**src/lrupr_pkg.sv**
```systemverilog
package lrupr_pkg;

  localparam int MAX_FRAMES_DEF = 16;
  localparam int PAGE_BITS_DEF  = 20;

  // fixed field widths on the ports
  localparam int PAGE_FIELD_W  = 20;
  localparam int INDEX_FIELD_W = 4;
  localparam int COUNT_W       = 32;
  localparam int FC_W          = 5;
  localparam int S_TDATA_W     = 24;
  localparam int M_TDATA_W     = 64;

  localparam logic [FC_W-1:0] FC_RESET = 5'd4;

  typedef enum logic [1:0] {
    ST_IDLE,
    ST_SCAN,
    ST_COMMIT
  } state_t;

  typedef enum logic [1:0] {
    CMD_NONE,
    CMD_HIT,
    CMD_FILL,
    CMD_EVICT
  } cmd_kind_t;

  typedef struct packed {
    logic valid;
    logic found;
  } scan_flags_t;

  typedef struct packed {
    cmd_kind_t kind;
    logic      clear;
  } cmd_t;

endpackage

```
**src/lrupr_cell.sv**
```systemverilog
module lrupr_cell #(
  parameter int MAX_FRAMES = lrupr_pkg::MAX_FRAMES_DEF,
  parameter int PAGE_BITS  = lrupr_pkg::PAGE_BITS_DEF,
  parameter int IDX        = 0
) (
  input  logic                    clk,
  input  logic                    rst,
  input  logic [$clog2(MAX_FRAMES+1)-1:0] n,
  // scan record from the previous cell
  input  lrupr_pkg::scan_flags_t  flags_in,
  input  logic [PAGE_BITS-1:0]    page_in,
  input  logic [((MAX_FRAMES > 1) ? $clog2(MAX_FRAMES) : 1)-1:0] fidx_in,
  input  logic [((MAX_FRAMES > 1) ? $clog2(MAX_FRAMES) : 1)-1:0] frank_in,
  input  logic [((MAX_FRAMES > 1) ? $clog2(MAX_FRAMES) : 1)-1:0] bidx_in,
  input  logic [((MAX_FRAMES > 1) ? $clog2(MAX_FRAMES) : 1)-1:0] brank_in,
  input  logic [PAGE_BITS-1:0]    bpage_in,
  // scan record to the next cell
  output lrupr_pkg::scan_flags_t  flags_out,
  output logic [PAGE_BITS-1:0]    page_out,
  output logic [((MAX_FRAMES > 1) ? $clog2(MAX_FRAMES) : 1)-1:0] fidx_out,
  output logic [((MAX_FRAMES > 1) ? $clog2(MAX_FRAMES) : 1)-1:0] frank_out,
  output logic [((MAX_FRAMES > 1) ? $clog2(MAX_FRAMES) : 1)-1:0] bidx_out,
  output logic [((MAX_FRAMES > 1) ? $clog2(MAX_FRAMES) : 1)-1:0] brank_out,
  output logic [PAGE_BITS-1:0]    bpage_out,
  // update broadcast to all cells
  input  lrupr_pkg::cmd_t         cmd,
  input  logic [((MAX_FRAMES > 1) ? $clog2(MAX_FRAMES) : 1)-1:0] cmd_slot,
  input  logic [((MAX_FRAMES > 1) ? $clog2(MAX_FRAMES) : 1)-1:0] cmd_rank,
  input  logic [PAGE_BITS-1:0]    cmd_page
);

  localparam int SW = (MAX_FRAMES > 1) ? $clog2(MAX_FRAMES) : 1;
  localparam int NW = $clog2(MAX_FRAMES + 1);
  localparam logic [SW-1:0] MY_IDX = SW'(IDX);
  localparam logic [NW-1:0] MY_POS = NW'(IDX);

  logic [PAGE_BITS-1:0] frame_page;
  logic [PAGE_BITS-1:0] frame_page_next;
  logic                 frame_valid;
  logic                 frame_valid_next;
  logic [SW-1:0]        recency_rank;
  logic [SW-1:0]        recency_rank_next;

  logic                 eligible;
  logic                 match;
  logic                 older;
  logic                 is_slot;
  logic [PAGE_BITS-1:0] base_bpage;

  // frames at or above the usable count are skipped by lookup and victim search
  assign eligible   = (MY_POS < n) && frame_valid;
  assign match      = flags_in.valid && eligible && !flags_in.found && (frame_page == page_in);
  assign older      = eligible && (recency_rank > brank_in);
  // frame 0 is the victim when no rank beats zero
  assign base_bpage = (IDX == 0) ? frame_page : bpage_in;

  always_ff @(posedge clk) begin
    if (rst) begin
      flags_out.valid <= 1'b0;
      flags_out.found <= 1'b0;
    end else begin
      flags_out.valid <= flags_in.valid;
      flags_out.found <= flags_in.found | match;
    end
  end

  always_ff @(posedge clk) begin
    page_out  <= page_in;
    fidx_out  <= match ? MY_IDX : fidx_in;
    frank_out <= match ? recency_rank : frank_in;
    bidx_out  <= older ? MY_IDX : bidx_in;
    brank_out <= older ? recency_rank : brank_in;
    bpage_out <= older ? frame_page : base_bpage;
  end

  assign is_slot = (cmd_slot == MY_IDX);

  always_comb begin
    frame_valid_next  = frame_valid;
    recency_rank_next = recency_rank;
    frame_page_next   = frame_page;
    case (cmd.kind)
      lrupr_pkg::CMD_HIT, lrupr_pkg::CMD_EVICT: begin
        if (is_slot) begin
          recency_rank_next = '0;
          if (cmd.kind == lrupr_pkg::CMD_EVICT) begin
            frame_page_next = cmd_page;
          end
        end else if (frame_valid && (recency_rank < cmd_rank)) begin
          recency_rank_next = recency_rank + SW'(1);
        end
      end
      lrupr_pkg::CMD_FILL: begin
        if (is_slot) begin
          frame_valid_next  = 1'b1;
          recency_rank_next = '0;
          frame_page_next   = cmd_page;
        end else if (frame_valid) begin
          recency_rank_next = recency_rank + SW'(1);
        end
      end
      default: begin
      end
    endcase
    // end of string empties the frame after its own update
    if ((cmd.kind != lrupr_pkg::CMD_NONE) && cmd.clear) begin
      frame_valid_next  = 1'b0;
      recency_rank_next = '0;
    end
  end

  always_ff @(posedge clk) begin
    if (rst) begin
      frame_valid  <= 1'b0;
      recency_rank <= '0;
    end else begin
      frame_valid  <= frame_valid_next;
      recency_rank <= recency_rank_next;
    end
  end

  always_ff @(posedge clk) begin
    frame_page <= frame_page_next;
  end

endmodule

```
**src/lru_page_replacement.sv**
```systemverilog
// LRU page replacement over a row of page frames.
// Input items arrive on s_tvalid/s_tready with the page number in s_tdata and
// s_tlast marking the last reference of a string. Each item gives exactly one
// result on m_tvalid/m_tready: fault flag, frame index, evicted flag and page,
// and the saturating fault count of the string; m_tlast echoes s_tlast.
// The usable frame count is written on cfg_valid/cfg_ready/cfg_data
// (always ready); the user must write it only while no item is in flight,
// which the block does not enforce. 0 acts as 1, large values as MAX_FRAMES.
// An item walks the frame row one frame per cycle, then the row updates in
// one broadcast, in which the result is loaded into the output register.
// One item is in flight at a time, so the block takes no new item until
// the previous one has made its row update.
// The output register holds a finished result while the receiver stalls; the
// update of the row waits until that register is free.
// Synchronous reset empties all frames, clears the fault count and sets the
// frame count to 4. A result with m_tlast set also empties the frames and
// clears the count once it is produced.
module lru_page_replacement #(
  parameter int MAX_FRAMES = lrupr_pkg::MAX_FRAMES_DEF,
  parameter int PAGE_BITS  = lrupr_pkg::PAGE_BITS_DEF
) (
  input  logic                              clk,
  input  logic                              rst,
  input  logic                              cfg_valid,
  output logic                              cfg_ready,
  input  logic [lrupr_pkg::FC_W-1:0]        cfg_data,      // frame_count
  input  logic                              s_tvalid,
  output logic                              s_tready,
  input  logic [lrupr_pkg::S_TDATA_W-1:0]   s_tdata,       // [19:0] page_number
  input  logic                              s_tlast,
  output logic                              m_tvalid,
  input  logic                              m_tready,
  // [0] was_fault, [4:1] frame_index, [5] evicted_valid, [25:6] evicted_page,
  // [57:26] fault_total
  output logic [lrupr_pkg::M_TDATA_W-1:0]   m_tdata,
  output logic                              m_tlast
);

  localparam int SW = (MAX_FRAMES > 1) ? $clog2(MAX_FRAMES) : 1;
  localparam int NW = $clog2(MAX_FRAMES + 1);
  localparam int CW = lrupr_pkg::COUNT_W;
  localparam int M_USED = 1 + lrupr_pkg::INDEX_FIELD_W + 1 + lrupr_pkg::PAGE_FIELD_W + CW;
  localparam int OUT_FAULT_BIT = 0;
  localparam int OUT_EVV_BIT   = 1 + lrupr_pkg::INDEX_FIELD_W;

  logic [lrupr_pkg::FC_W-1:0] frame_count;
  logic [NW-1:0]              n;
  logic [6:0]                 fc_wide;

  lrupr_pkg::state_t state;
  lrupr_pkg::state_t state_next;
  logic              accept;
  logic              pend_load;
  logic              commit_go;
  logic              out_free;

  lrupr_pkg::scan_flags_t ch_flags [0:MAX_FRAMES];
  logic [PAGE_BITS-1:0]   ch_page  [0:MAX_FRAMES];
  logic [SW-1:0]          ch_fidx  [0:MAX_FRAMES];
  logic [SW-1:0]          ch_frank [0:MAX_FRAMES];
  logic [SW-1:0]          ch_bidx  [0:MAX_FRAMES];
  logic [SW-1:0]          ch_brank [0:MAX_FRAMES];
  logic [PAGE_BITS-1:0]   ch_bpage [0:MAX_FRAMES];

  logic                 item_last;
  logic                 pend_found;
  logic [SW-1:0]        pend_fidx;
  logic [SW-1:0]        pend_frank;
  logic [SW-1:0]        pend_bidx;
  logic [SW-1:0]        pend_brank;
  logic [PAGE_BITS-1:0] pend_bpage;
  logic [PAGE_BITS-1:0] pend_page;

  logic [NW-1:0] filled;
  logic [CW-1:0] fault_counter;

  lrupr_pkg::cmd_kind_t kind;
  lrupr_pkg::cmd_t      cmd;
  logic [SW-1:0]        slot;
  logic [SW-1:0]        slot_rank;
  logic                 fault;
  logic                 ev_valid;
  logic [lrupr_pkg::PAGE_FIELD_W-1:0] ev_page;
  logic [CW-1:0]        total_next;

  // configuration register
  assign cfg_ready = 1'b1;

  always_ff @(posedge clk) begin
    if (rst) begin
      frame_count <= lrupr_pkg::FC_RESET;
    end else if (cfg_valid && cfg_ready) begin
      frame_count <= cfg_data;
    end
  end

  always_comb begin
    fc_wide = 7'(frame_count);
    if (fc_wide == 7'd0) begin
      n = NW'(1);
    end else if (fc_wide > 7'(MAX_FRAMES)) begin
      n = NW'(MAX_FRAMES);
    end else begin
      n = NW'(fc_wide);
    end
  end

  // control
  assign out_free = !m_tvalid || m_tready;
  assign accept   = s_tvalid && s_tready;

  always_comb begin
    state_next = state;
    case (state)
      lrupr_pkg::ST_IDLE:   if (s_tvalid) state_next = lrupr_pkg::ST_SCAN;
      lrupr_pkg::ST_SCAN:   if (ch_flags[MAX_FRAMES].valid) state_next = lrupr_pkg::ST_COMMIT;
      lrupr_pkg::ST_COMMIT: if (out_free) state_next = lrupr_pkg::ST_IDLE;
      default:              state_next = lrupr_pkg::ST_IDLE;
    endcase
  end

  always_comb begin
    s_tready  = 1'b0;
    pend_load = 1'b0;
    commit_go = 1'b0;
    case (state)
      lrupr_pkg::ST_IDLE:   s_tready  = 1'b1;
      lrupr_pkg::ST_SCAN:   pend_load = ch_flags[MAX_FRAMES].valid;
      lrupr_pkg::ST_COMMIT: commit_go = out_free;
      default: begin
      end
    endcase
  end

  always_ff @(posedge clk) begin
    if (rst) begin
      state <= lrupr_pkg::ST_IDLE;
    end else begin
      state <= state_next;
    end
  end

  // head of the frame row
  assign ch_flags[0].valid = accept;
  assign ch_flags[0].found = 1'b0;
  assign ch_page[0]        = PAGE_BITS'(s_tdata[lrupr_pkg::PAGE_FIELD_W-1:0]);
  assign ch_fidx[0]        = '0;
  assign ch_frank[0]       = '0;
  assign ch_bidx[0]        = '0;
  assign ch_brank[0]       = '0;
  assign ch_bpage[0]       = '0;

  for (genvar i = 0; i < MAX_FRAMES; i++) begin : g_frame
    lrupr_cell #(
      .MAX_FRAMES (MAX_FRAMES),
      .PAGE_BITS  (PAGE_BITS),
      .IDX        (i)
    ) u_frame (
      .clk       (clk),
      .rst       (rst),
      .n         (n),
      .flags_in  (ch_flags[i]),
      .page_in   (ch_page[i]),
      .fidx_in   (ch_fidx[i]),
      .frank_in  (ch_frank[i]),
      .bidx_in   (ch_bidx[i]),
      .brank_in  (ch_brank[i]),
      .bpage_in  (ch_bpage[i]),
      .flags_out (ch_flags[i+1]),
      .page_out  (ch_page[i+1]),
      .fidx_out  (ch_fidx[i+1]),
      .frank_out (ch_frank[i+1]),
      .bidx_out  (ch_bidx[i+1]),
      .brank_out (ch_brank[i+1]),
      .bpage_out (ch_bpage[i+1]),
      .cmd       (cmd),
      .cmd_slot  (slot),
      .cmd_rank  (slot_rank),
      .cmd_page  (pend_page)
    );
  end

  always_ff @(posedge clk) begin
    if (accept) begin
      item_last <= s_tlast;
    end
    if (pend_load) begin
      pend_found <= ch_flags[MAX_FRAMES].found;
      pend_fidx  <= ch_fidx[MAX_FRAMES];
      pend_frank <= ch_frank[MAX_FRAMES];
      pend_bidx  <= ch_bidx[MAX_FRAMES];
      pend_brank <= ch_brank[MAX_FRAMES];
      pend_bpage <= ch_bpage[MAX_FRAMES];
      pend_page  <= ch_page[MAX_FRAMES];
    end
  end

  // decision for the item at the tail of the row
  always_comb begin
    kind      = lrupr_pkg::CMD_EVICT;
    slot      = pend_bidx;
    slot_rank = pend_brank;
    fault     = 1'b1;
    ev_valid  = 1'b0;
    if (pend_found) begin
      kind      = lrupr_pkg::CMD_HIT;
      slot      = pend_fidx;
      slot_rank = pend_frank;
      fault     = 1'b0;
    end else if (filled < n) begin
      kind      = lrupr_pkg::CMD_FILL;
      slot      = SW'(filled);
      slot_rank = '0;
    end else begin
      ev_valid  = 1'b1;
    end
    ev_page    = ev_valid ? lrupr_pkg::PAGE_FIELD_W'(pend_bpage) : '0;
    total_next = fault_counter;
    if (fault && (fault_counter != '1)) begin
      total_next = fault_counter + CW'(1);
    end
    cmd.kind  = commit_go ? kind : lrupr_pkg::CMD_NONE;
    cmd.clear = item_last;
  end

  always_ff @(posedge clk) begin
    if (rst) begin
      filled        <= '0;
      fault_counter <= '0;
    end else if (commit_go) begin
      if (item_last) begin
        filled        <= '0;
        fault_counter <= '0;
      end else begin
        if (kind == lrupr_pkg::CMD_FILL) begin
          filled <= filled + NW'(1);
        end
        fault_counter <= total_next;
      end
    end
  end

  // output register
  always_ff @(posedge clk) begin
    if (rst) begin
      m_tvalid <= 1'b0;
    end else if (commit_go) begin
      m_tvalid <= 1'b1;
    end else if (m_tready) begin
      m_tvalid <= 1'b0;
    end
  end

  always_ff @(posedge clk) begin
    if (commit_go) begin
      m_tdata <= {{(lrupr_pkg::M_TDATA_W - M_USED){1'b0}}, total_next, ev_page, ev_valid,
                  lrupr_pkg::INDEX_FIELD_W'(slot), fault};
      m_tlast <= item_last;
    end
  end

  a_filled_bound: assert property (@(posedge clk) disable iff (rst)
    filled <= NW'(MAX_FRAMES))
    else $error("filled frame count above capacity");

  a_commit_shows: assert property (@(posedge clk) disable iff (rst)
    commit_go |=> m_tvalid)
    else $error("row update without a result");

  a_tail_in_scan: assert property (@(posedge clk) disable iff (rst)
    ch_flags[MAX_FRAMES].valid |-> (state == lrupr_pkg::ST_SCAN))
    else $error("scan record at the tail outside of a scan");

  a_clear_after_last: assert property (@(posedge clk) disable iff (rst)
    (commit_go && item_last) |=> ((filled == '0) && (fault_counter == '0)))
    else $error("end of string did not clear the frames");

  a_evict_is_fault: assert property (@(posedge clk) disable iff (rst)
    (m_tvalid && m_tdata[OUT_EVV_BIT]) |-> m_tdata[OUT_FAULT_BIT])
    else $error("eviction reported on a hit");

endmodule

```
**config.mk**
```make
export PLATFORM = sky130hd
export DESIGN_NAME = lru_page_replacement
export DESIGN_NICKNAME = d
export VERILOG_FILES = /design/src/lrupr_pkg.sv /design/src/lrupr_cell.sv /design/src/lru_page_replacement.sv
export SDC_FILE = /design/constraint.sdc
export NUM_CORES = 2
export LEC_CHECK = 0
export BUFFER_PORTS_ARGS = -buffer_cell sky130_fd_sc_hd__buf_2
export CORE_UTILIZATION = 25
export CTS_BUF_LIST = sky130_fd_sc_hd__clkbuf_4
export DETAILED_ROUTE_END_ITERATION = 16
export HOLD_SLACK_MARGIN = 0.08
export PLACE_DENSITY = 0.38
export SLEW_MARGIN = 20
export SYNTH_ARGS = -nofsm -noshare
export SYNTH_HDL_FRONTEND = slang
export SYNTH_SLANG_ARGS = --single-unit
```
**constraint.sdc**
```tcl
create_clock -name clk -period 12.84 [get_ports clk]
set_clock_uncertainty 0.2 [all_clocks]
set_input_delay 1.926 -clock clk [delete_from_list [all_inputs] [get_ports clk]]
set_output_delay 1.926 -clock clk [all_outputs]
set_load 0.02 [all_outputs]
```
### Yosys cells after proc, flatten, opt, wreduce, memory -nomap -nowiden

Index checks and enable logic that the tools add are counted.

| word-level totals | value |
|---|---|
| flip-flop bits (word level) | 1460 |
| bits of input ports | 35 |
| output and inout port bits | 68 |
| word-level logic and storage cells | 752 |

| cells by class | value |
|---|---|
| add/sub/neg operators | 18 |
| order comparisons | 50 |
| equal/unequal tests | 106 |
| mux-type cells | 199 |
| bitwise gates (word level) | 15 |
| reduce and logical (&&, ||, !) cells | 174 |

Operators with widths:

| kind | number |
|---|---|
| $mux W20 | 48 |
| $pmux W20 S2 | 16 |
| $mux W4 | 98 |
| $eq A20 B20 Y1 | 16 |
| $pmux W4 S2 | 16 |
| $logic_and A1 B1 Y1 | 98 |
| $ne A3 B1 Y1 const B | 32 |
| $ne A2 B1 Y1 const B | 34 |
| $add A4 B1 Y4 const B | 16 |
| $lt A4 B4 Y1 | 16 |
| $mux W32 | 2 |
| $reduce_and A4 Y1 | 16 |
| $gt A4 B4 Y1 | 15 |
| $reduce_and A3 Y1 | 17 |
| $lt A4 B5 Y1 const A | 8 |
| $reduce_and A2 Y1 | 17 |
| $add A32 B1 Y32 const B | 1 |
| $eq A4 B4 Y1 const B | 8 |
| $ne A32 B32 Y1 const B | 1 |
| $lt A3 B5 Y1 const A | 4 |
| $mux W5 | 4 |
| $eq A4 B3 Y1 const B | 4 |
| $logic_not A1 Y1 | 16 |
| $or A1 B1 Y1 | 15 |
| 20 further kinds | 44 |

### Longest topological paths before layout

| logic depth | value |
|---|---|
| depth after elaboration | 11 |
| depth in mapped cells | 19 |

### By module

A second synthesis with hierarchy kept.

| unflattened totals | value |
|---|---|
| cells, all modules | 3909 |
| area, all modules | 53204.8 um^2 |

By module, submodules not included:

| module | instances | cells each | area an instance (um^2) |
|---|---|---|---|
| lru_page_replacement | 1 | 571 | 6812.8 |
| lrupr_cell at g_frame[5].u_frame ... | 2 | 211 | 2909.0 |
| lrupr_cell at g_frame[8].u_frame | 1 | 210 | 2956.6 |
| lrupr_cell at g_frame[2].u_frame | 1 | 209 | 2950.3 |
| lrupr_cell at g_frame[13].u_frame | 1 | 212 | 2944.1 |
| lrupr_cell at g_frame[12].u_frame | 1 | 211 | 2940.3 |
| lrupr_cell at g_frame[4].u_frame | 1 | 213 | 2916.5 |
| lrupr_cell at g_frame[1].u_frame | 1 | 207 | 2914.0 |
| lrupr_cell at g_frame[6].u_frame | 1 | 211 | 2910.3 |
| lrupr_cell at g_frame[14].u_frame | 1 | 211 | 2905.3 |
| lrupr_cell at g_frame[3].u_frame | 1 | 209 | 2897.8 |
| lrupr_cell at g_frame[10].u_frame | 1 | 213 | 2896.5 |
| lrupr_cell at g_frame[15].u_frame | 1 | 207 | 2891.5 |
| lrupr_cell at g_frame[11].u_frame | 1 | 209 | 2890.3 |
| 2 more rows | n/a | n/a | n/a |

### Worst setup path after synthesis

No wires, ideal clock.

| path | value |
|---|---|
| path kind | input to register |
| start point | input m_tready |
| end point | register g_frame[0].u_frame.recency_rank[3] |
| library setup time | 0.236 ns |
| arrival time | 5.032 ns |
| slack | 7.371 ns |
| cell stages on the path | 8 |
| path buffers | 4 |
| cells stage by stage | nand2b_1 > nand2_1 > inv_1 > buf_2 > clkbuf_1 > buf_2 > clkbuf_1 > a311oi_1 |

| between the ends | value |
|---|---|
| longest elaborated chain between the ends | 7 |
| elaborated cells between the ends (all ways) | 15 |

RTL lines:

| item | RTL line | text |
|---|---|---|
| from (decl) | lru_page_replacement.sv:32 | `input logic m_tready,` |
| $logic_or A1 B1 Y1 * | lru_page_replacement.sv:109 | `assign out_free = !m_tvalid \|\| m_tready;` |
| $mux W1 * | lru_page_replacement.sv:126 | `case (state)` |
| named net commit_go | lru_page_replacement.sv:54 | `logic commit_go;` |
| $mux W2 * | lru_page_replacement.sv:222 | `cmd.kind = commit_go ? kind : lrupr_pkg::CMD_NONE;` |
| $eq A2 B1 Y1 / $eq A2 B2 Y1 (equally long branches) | lrupr_cell.sv:82 | `case (cmd.kind)` |
| $reduce_or A2 Y1 | lrupr_cell.sv:82 |  |
| $ne A3 B1 Y1 (no source line) / $reduce_bool A2 Y1 (equally long branches) | n/a |  |
| $reduce_and A3 Y1 (no source line) | n/a |  |
| to (signal assigned) | lrupr_cell.sv:118 | `recency_rank <= recency_rank_next;` |
| to (decl) | lrupr_cell.sv:41 | `logic [SW-1:0] recency_rank;` |

The timed path passes the listed nets; every way through them passes the cells marked *.
A chain may end at the register's enable or synchronous reset.

### Final worst setup path

| path | value |
|---|---|
| start point | register frame_count[4] in the netlist's numbering |
| end point | register g_frame[9].u_frame.recency_rank[3] |

| between the ends | value |
|---|---|
| longest elaborated chain between the ends | 11 |
| elaborated cells between the ends (all ways) | 29 |

RTL lines:

| item | RTL line | text |
|---|---|---|
| from (decl) | lru_page_replacement.sv:46 | `logic [lrupr_pkg::FC_W-1:0] frame_count;` |
| from (signal assigned) | lru_page_replacement.sv:91 | `frame_count <= lrupr_pkg::FC_RESET;` |
| from (signal assigned) | lru_page_replacement.sv:93 | `frame_count <= cfg_data;` |
| $gt A5 B5 Y1 | lru_page_replacement.sv:101 | `end else if (fc_wide > 7'(MAX_FRAMES)) begin` |
| $mux W5 | lru_page_replacement.sv:101 |  |
| $mux W5 * | lru_page_replacement.sv:99 | `if (fc_wide == 7'd0) begin` |
| $lt A5 B5 Y1 * | lru_page_replacement.sv:210 | `end else if (filled < n) begin` |
| branches (longest 7 deep; another with $lt A4 B4 Y1) | n/a |  |
| to (signal assigned) | lrupr_cell.sv:118 |  |
| to (decl) | lrupr_cell.sv:41 |  |

Mark *: on every way between the ends.

==> flow_summary.toml <==
[grt]
grt_pass1_vias = 32200
grt_max_degree = 65
overflow = 0
grt_usage_pct = 13.9
grt_antenna_before_repair = 3
grt_pass1_wl_um = 211000

[logic_synthesis]
netlist_instances = 3950
netlist_area_um2 = 50600
synthMuxAreaShare_pct = 6.88
yosysWarnings = 0
synth_edf_count = 437
async_reset_ff_share_pct = 0
ys_seq_elements = 1460
avgSynthCellArea_um2 = 12.8
synthAdderAreaFrac_pct = 2.84
synth_top_area_cell = "dfxtp_1"
synth_top_family_by_area = "simple AND/OR/NAND/NOR gates"
ys_top_cells_by_area = "dfxtp_1, edfxtp_1, mux2_2"
synth_compound_area_share_pct = 5.64
synth_top_cell_area_share_pct = 40.5
synthSimpleGateAreaFrac_pct = 10.2
synth.distinct_cells = 90
yosysSeqAreaShare_pct = 66.4
synth-xor-area-share_pct = 6.13
synthFlopType = "dfxtp_1"

[worst_setup_path]
worstSetupEndpointType = "flop"
cp-start-kind = "flop"
cp.buffers_inverters = 3
ff2ff_path_depth = 17
slowest_stage = "a21oi_4"
cp.required_ps = 13750
critPathMaxFanout = 22
crit_path_max_incr_delay_ps = 690
crit_path_cell_trace = "buf_4 -> inv_2 -> ha_1 -> a21oi_1 -> and2_1 -> o21ai_2 -> buf_4 -> and3_1 -> a21oi_4 -> ha_1 -> o21ai_0 -> a21oi_1 -> o32ai_1 -> nand4_1 -> o41ai_2 -> o22ai_1 -> a22o_1"
worst-path-stages = 17
crit_family = "compound AO/OA/AOI/OAI gates"
crit_arrival_ps = 6090
critPathKind = "reg2reg"

[floorplanning]
coreArea_um2 = 200000
die_y_um = 452
die_area_um2 = 204000
num_rows = 164
ios = 103
start_util_pct = 25.2
die_w_um = 452

[power_and_ir_drop]
pwr_density_cell_nw_per_um2 = 155
irDropWorstVdd_mv = 0.0929
total_power_mw = 9.27
p_leak_nw = 22.6

[placed_design]
dp_hpwl_um = 101000
post-place-cells = 6629
gp_congestion = 0.758
port_buffers = 91

[clocking]
numCtsBuffers = 410
cts_buffer_depth = 4
cts_resized = 0
cts_root_buf = "clkbuf_4"
cts_htree_levels = 5
clk_latency_ps = 1320
cts_tree = "built"
clkTransAtPathRegs_ps = 70
cts_setup_buffers = 0
clock-sinks = 1460

[final_layout]
syn_to_final_growth_pct = 18.4
final_common_cell = "dfxtp_1"
final_net_count = 4542
drive_gt1_share_pct = 26.5
layout_common_cells = "dfxtp_1, clkbuf_4, edfxtp_1, nand2_1, mux2_2"
fin_cells = 7382
register_area_um2 = 33600
nFillCells = 20500
multi_input_area_um2 = 16200

[drt]
dr_total_vias = 30700
wirelength_um = 141000
ant_nets = 0
first_pass_iters = 5
viasPerCell = 4.16
wl_per_cell_um = 19.1
drt_iter0_drc = 1444
drc_errors = 0

[flow_run]
cap_violations = 0

[sta]
setup_viol_count_final = 0
max_freq_mhz = 193
slew_viol_final = 0
slew_headroom_pct = 26.4
setup_tns_ps = 0
max_slew.worst_pin.slew_ps = 1090
finalCritPeriodShare_pct = 40.3
finalHoldViolCount = 0
min_period_ps = 5180
rsz0062_at_grt = "false"

[worst_hold_path]
hold_depth = 0
hold_class = "reg2reg"

[run_status]
status = "finished clean"
==> report_power, final <==
group / internal (mW) / switching (mW) / total (mW) / leakage, nW
Sequential: 4.78 / 0.0501 / 4.83 / 12.4
Clock: 2.37 / 1.93 / 4.29 / 3.23
Combinational: 0.0530 / 0.0978 / 0.151 / 7.00
Total: 7.20 / 2.08 / 9.27 / 22.6
==> worst register-to-register path: stages (launching register included) <==
cell and delay, ps:
dfxtp_1 310, buf_4 230, inv_2 170, ha_1 350, a21oi_1 200, and2_1 370, o21ai_2 200, buf_4 260
and3_1 250, a21oi_4 690, ha_1 400, o21ai_0 150, a21oi_1 120, o32ai_1 270, nand4_1 300, o41ai_2 180
o22ai_1 130, a22o_1 210
==> repair_timing <==
action,CTS,global route
hold endpoints to repair,6,1
hold buffers,6,1
endpoints found under the setup margin,0,0
==> per-layer routing <==
layer,share of wire (%),wire length (um),track usage (%),vias to the layer above
met5,0,0,0,-
met4,2.6,3640,5.14,0
met3,4.0,5660,2.84,305
met2,47,66000,22.5,688
met1,47,66000,18.0,14700
li1,-,-,-,15100
==> synthesized netlist by cell type, types with 42 or more instances <==
| cell type | number |
|---|---|
| a21oi_1 | 110 |
| a31oi_1 | 42 |
| and3_1 | 46 |
| clkbuf_1 | 94 |
| dfxtp_1 | 1023 |
| edfxtp_1 | 437 |
| ha_1 | 115 |
| inv_1 | 98 |
| mux2_2 | 300 |
| nand2_1 | 372 |
| nand3_1 | 82 |
| nand4_1 | 79 |
| nor2_1 | 140 |
| nor2b_1 | 48 |
| nor4_1 | 49 |
| o21ai_0 | 135 |
| xnor2_1 | 189 |
| xor2_1 | 165 |
==> flip-flops by register name, summed over array words and instances (netlist names), 2 cells and up <==
| signal | cells |
|---|---|
| g_frame.u_frame.brank_out | 64 |
| filled | 5 |
| g_frame.u_frame.flags_out | 32 |
| g_frame.u_frame.frame_valid | 16 |
| g_frame.u_frame.base_bpage | 20 |
| fault_counter | 32 |
| pend_page | 20 |
| g_frame.u_frame.bidx_out | 49 |
| g_frame.u_frame.page_out | 320 |
| state | 2 |
| g_frame.u_frame.bpage_out | 320 |
| g_frame.u_frame.recency_rank | 64 |
| pend_bidx | 4 |
| pend_brank | 4 |
| g_frame.u_frame.fidx_out | 49 |
| pend_bpage | 20 |
| frame_count | 5 |
| g_frame.u_frame.frame_page | 300 |
| pend_frank | 4 |
| pend_fidx | 4 |
| m_tdata | 58 |
| g_frame.u_frame.frank_out | 64 |
==> area by class of cell <==
| class | count | share of cell area (%) |
|---|---|---|
| Antenna cell | 9 | 0.0376 |
| Tap cell | 2656 | 5.55 |
| Sequential cell | 1460 | 56.1 |
| Timing Repair Buffer | 157 | 1.62 |
| Multi-Input combinational cell | 2258 | 27.1 |
| Clock inverter | 57 | 0.376 |
| Inverter | 105 | 0.667 |
| Clock buffer | 680 | 8.52 |
==> logic make-up (layout without fill, tap and decap cells) <==
kind of cell	count (synthesis)	after routing
xor gates and xnor gates	354	354
adders and majority gates	115	115
AOI/OAI and AO/OA	449	449
DFF	1460	1460
muxes	310	310
other	2	16
buffers and inverters	237	999
and+or+nand+nor	1023	1023
==> path summary, 6_finish.rpt <==
path	start	end	slack, ps
hold reg to reg	g_frame[11].u_frame.page_out[12]	g_frame[12].u_frame.page_out[12]	100
hold / removal	g_frame[11].u_frame.page_out[12]	g_frame[12].u_frame.page_out[12]	100
setup / recovery	frame_count[4]	g_frame[9].u_frame.recency_rank[3]	7660
setup reg to reg	frame_count[4]	g_frame[9].u_frame.recency_rank[3]	7660
==> stage by stage <==
stage               hold slack (ps)  worst slack, ps  util [%]  instance area, um^2
finish                          102             7660      29.9                59900
global route                   83.7             7330      29.9                59900
CTS                            89.4             7670      29.9                59900
detailed placement              155             7680      27.2                54500
global placement                154             7700      27.1                54400
floorplan                       149             7370         -                50600
Note: power is estimated with default switching activity, not from simulation.
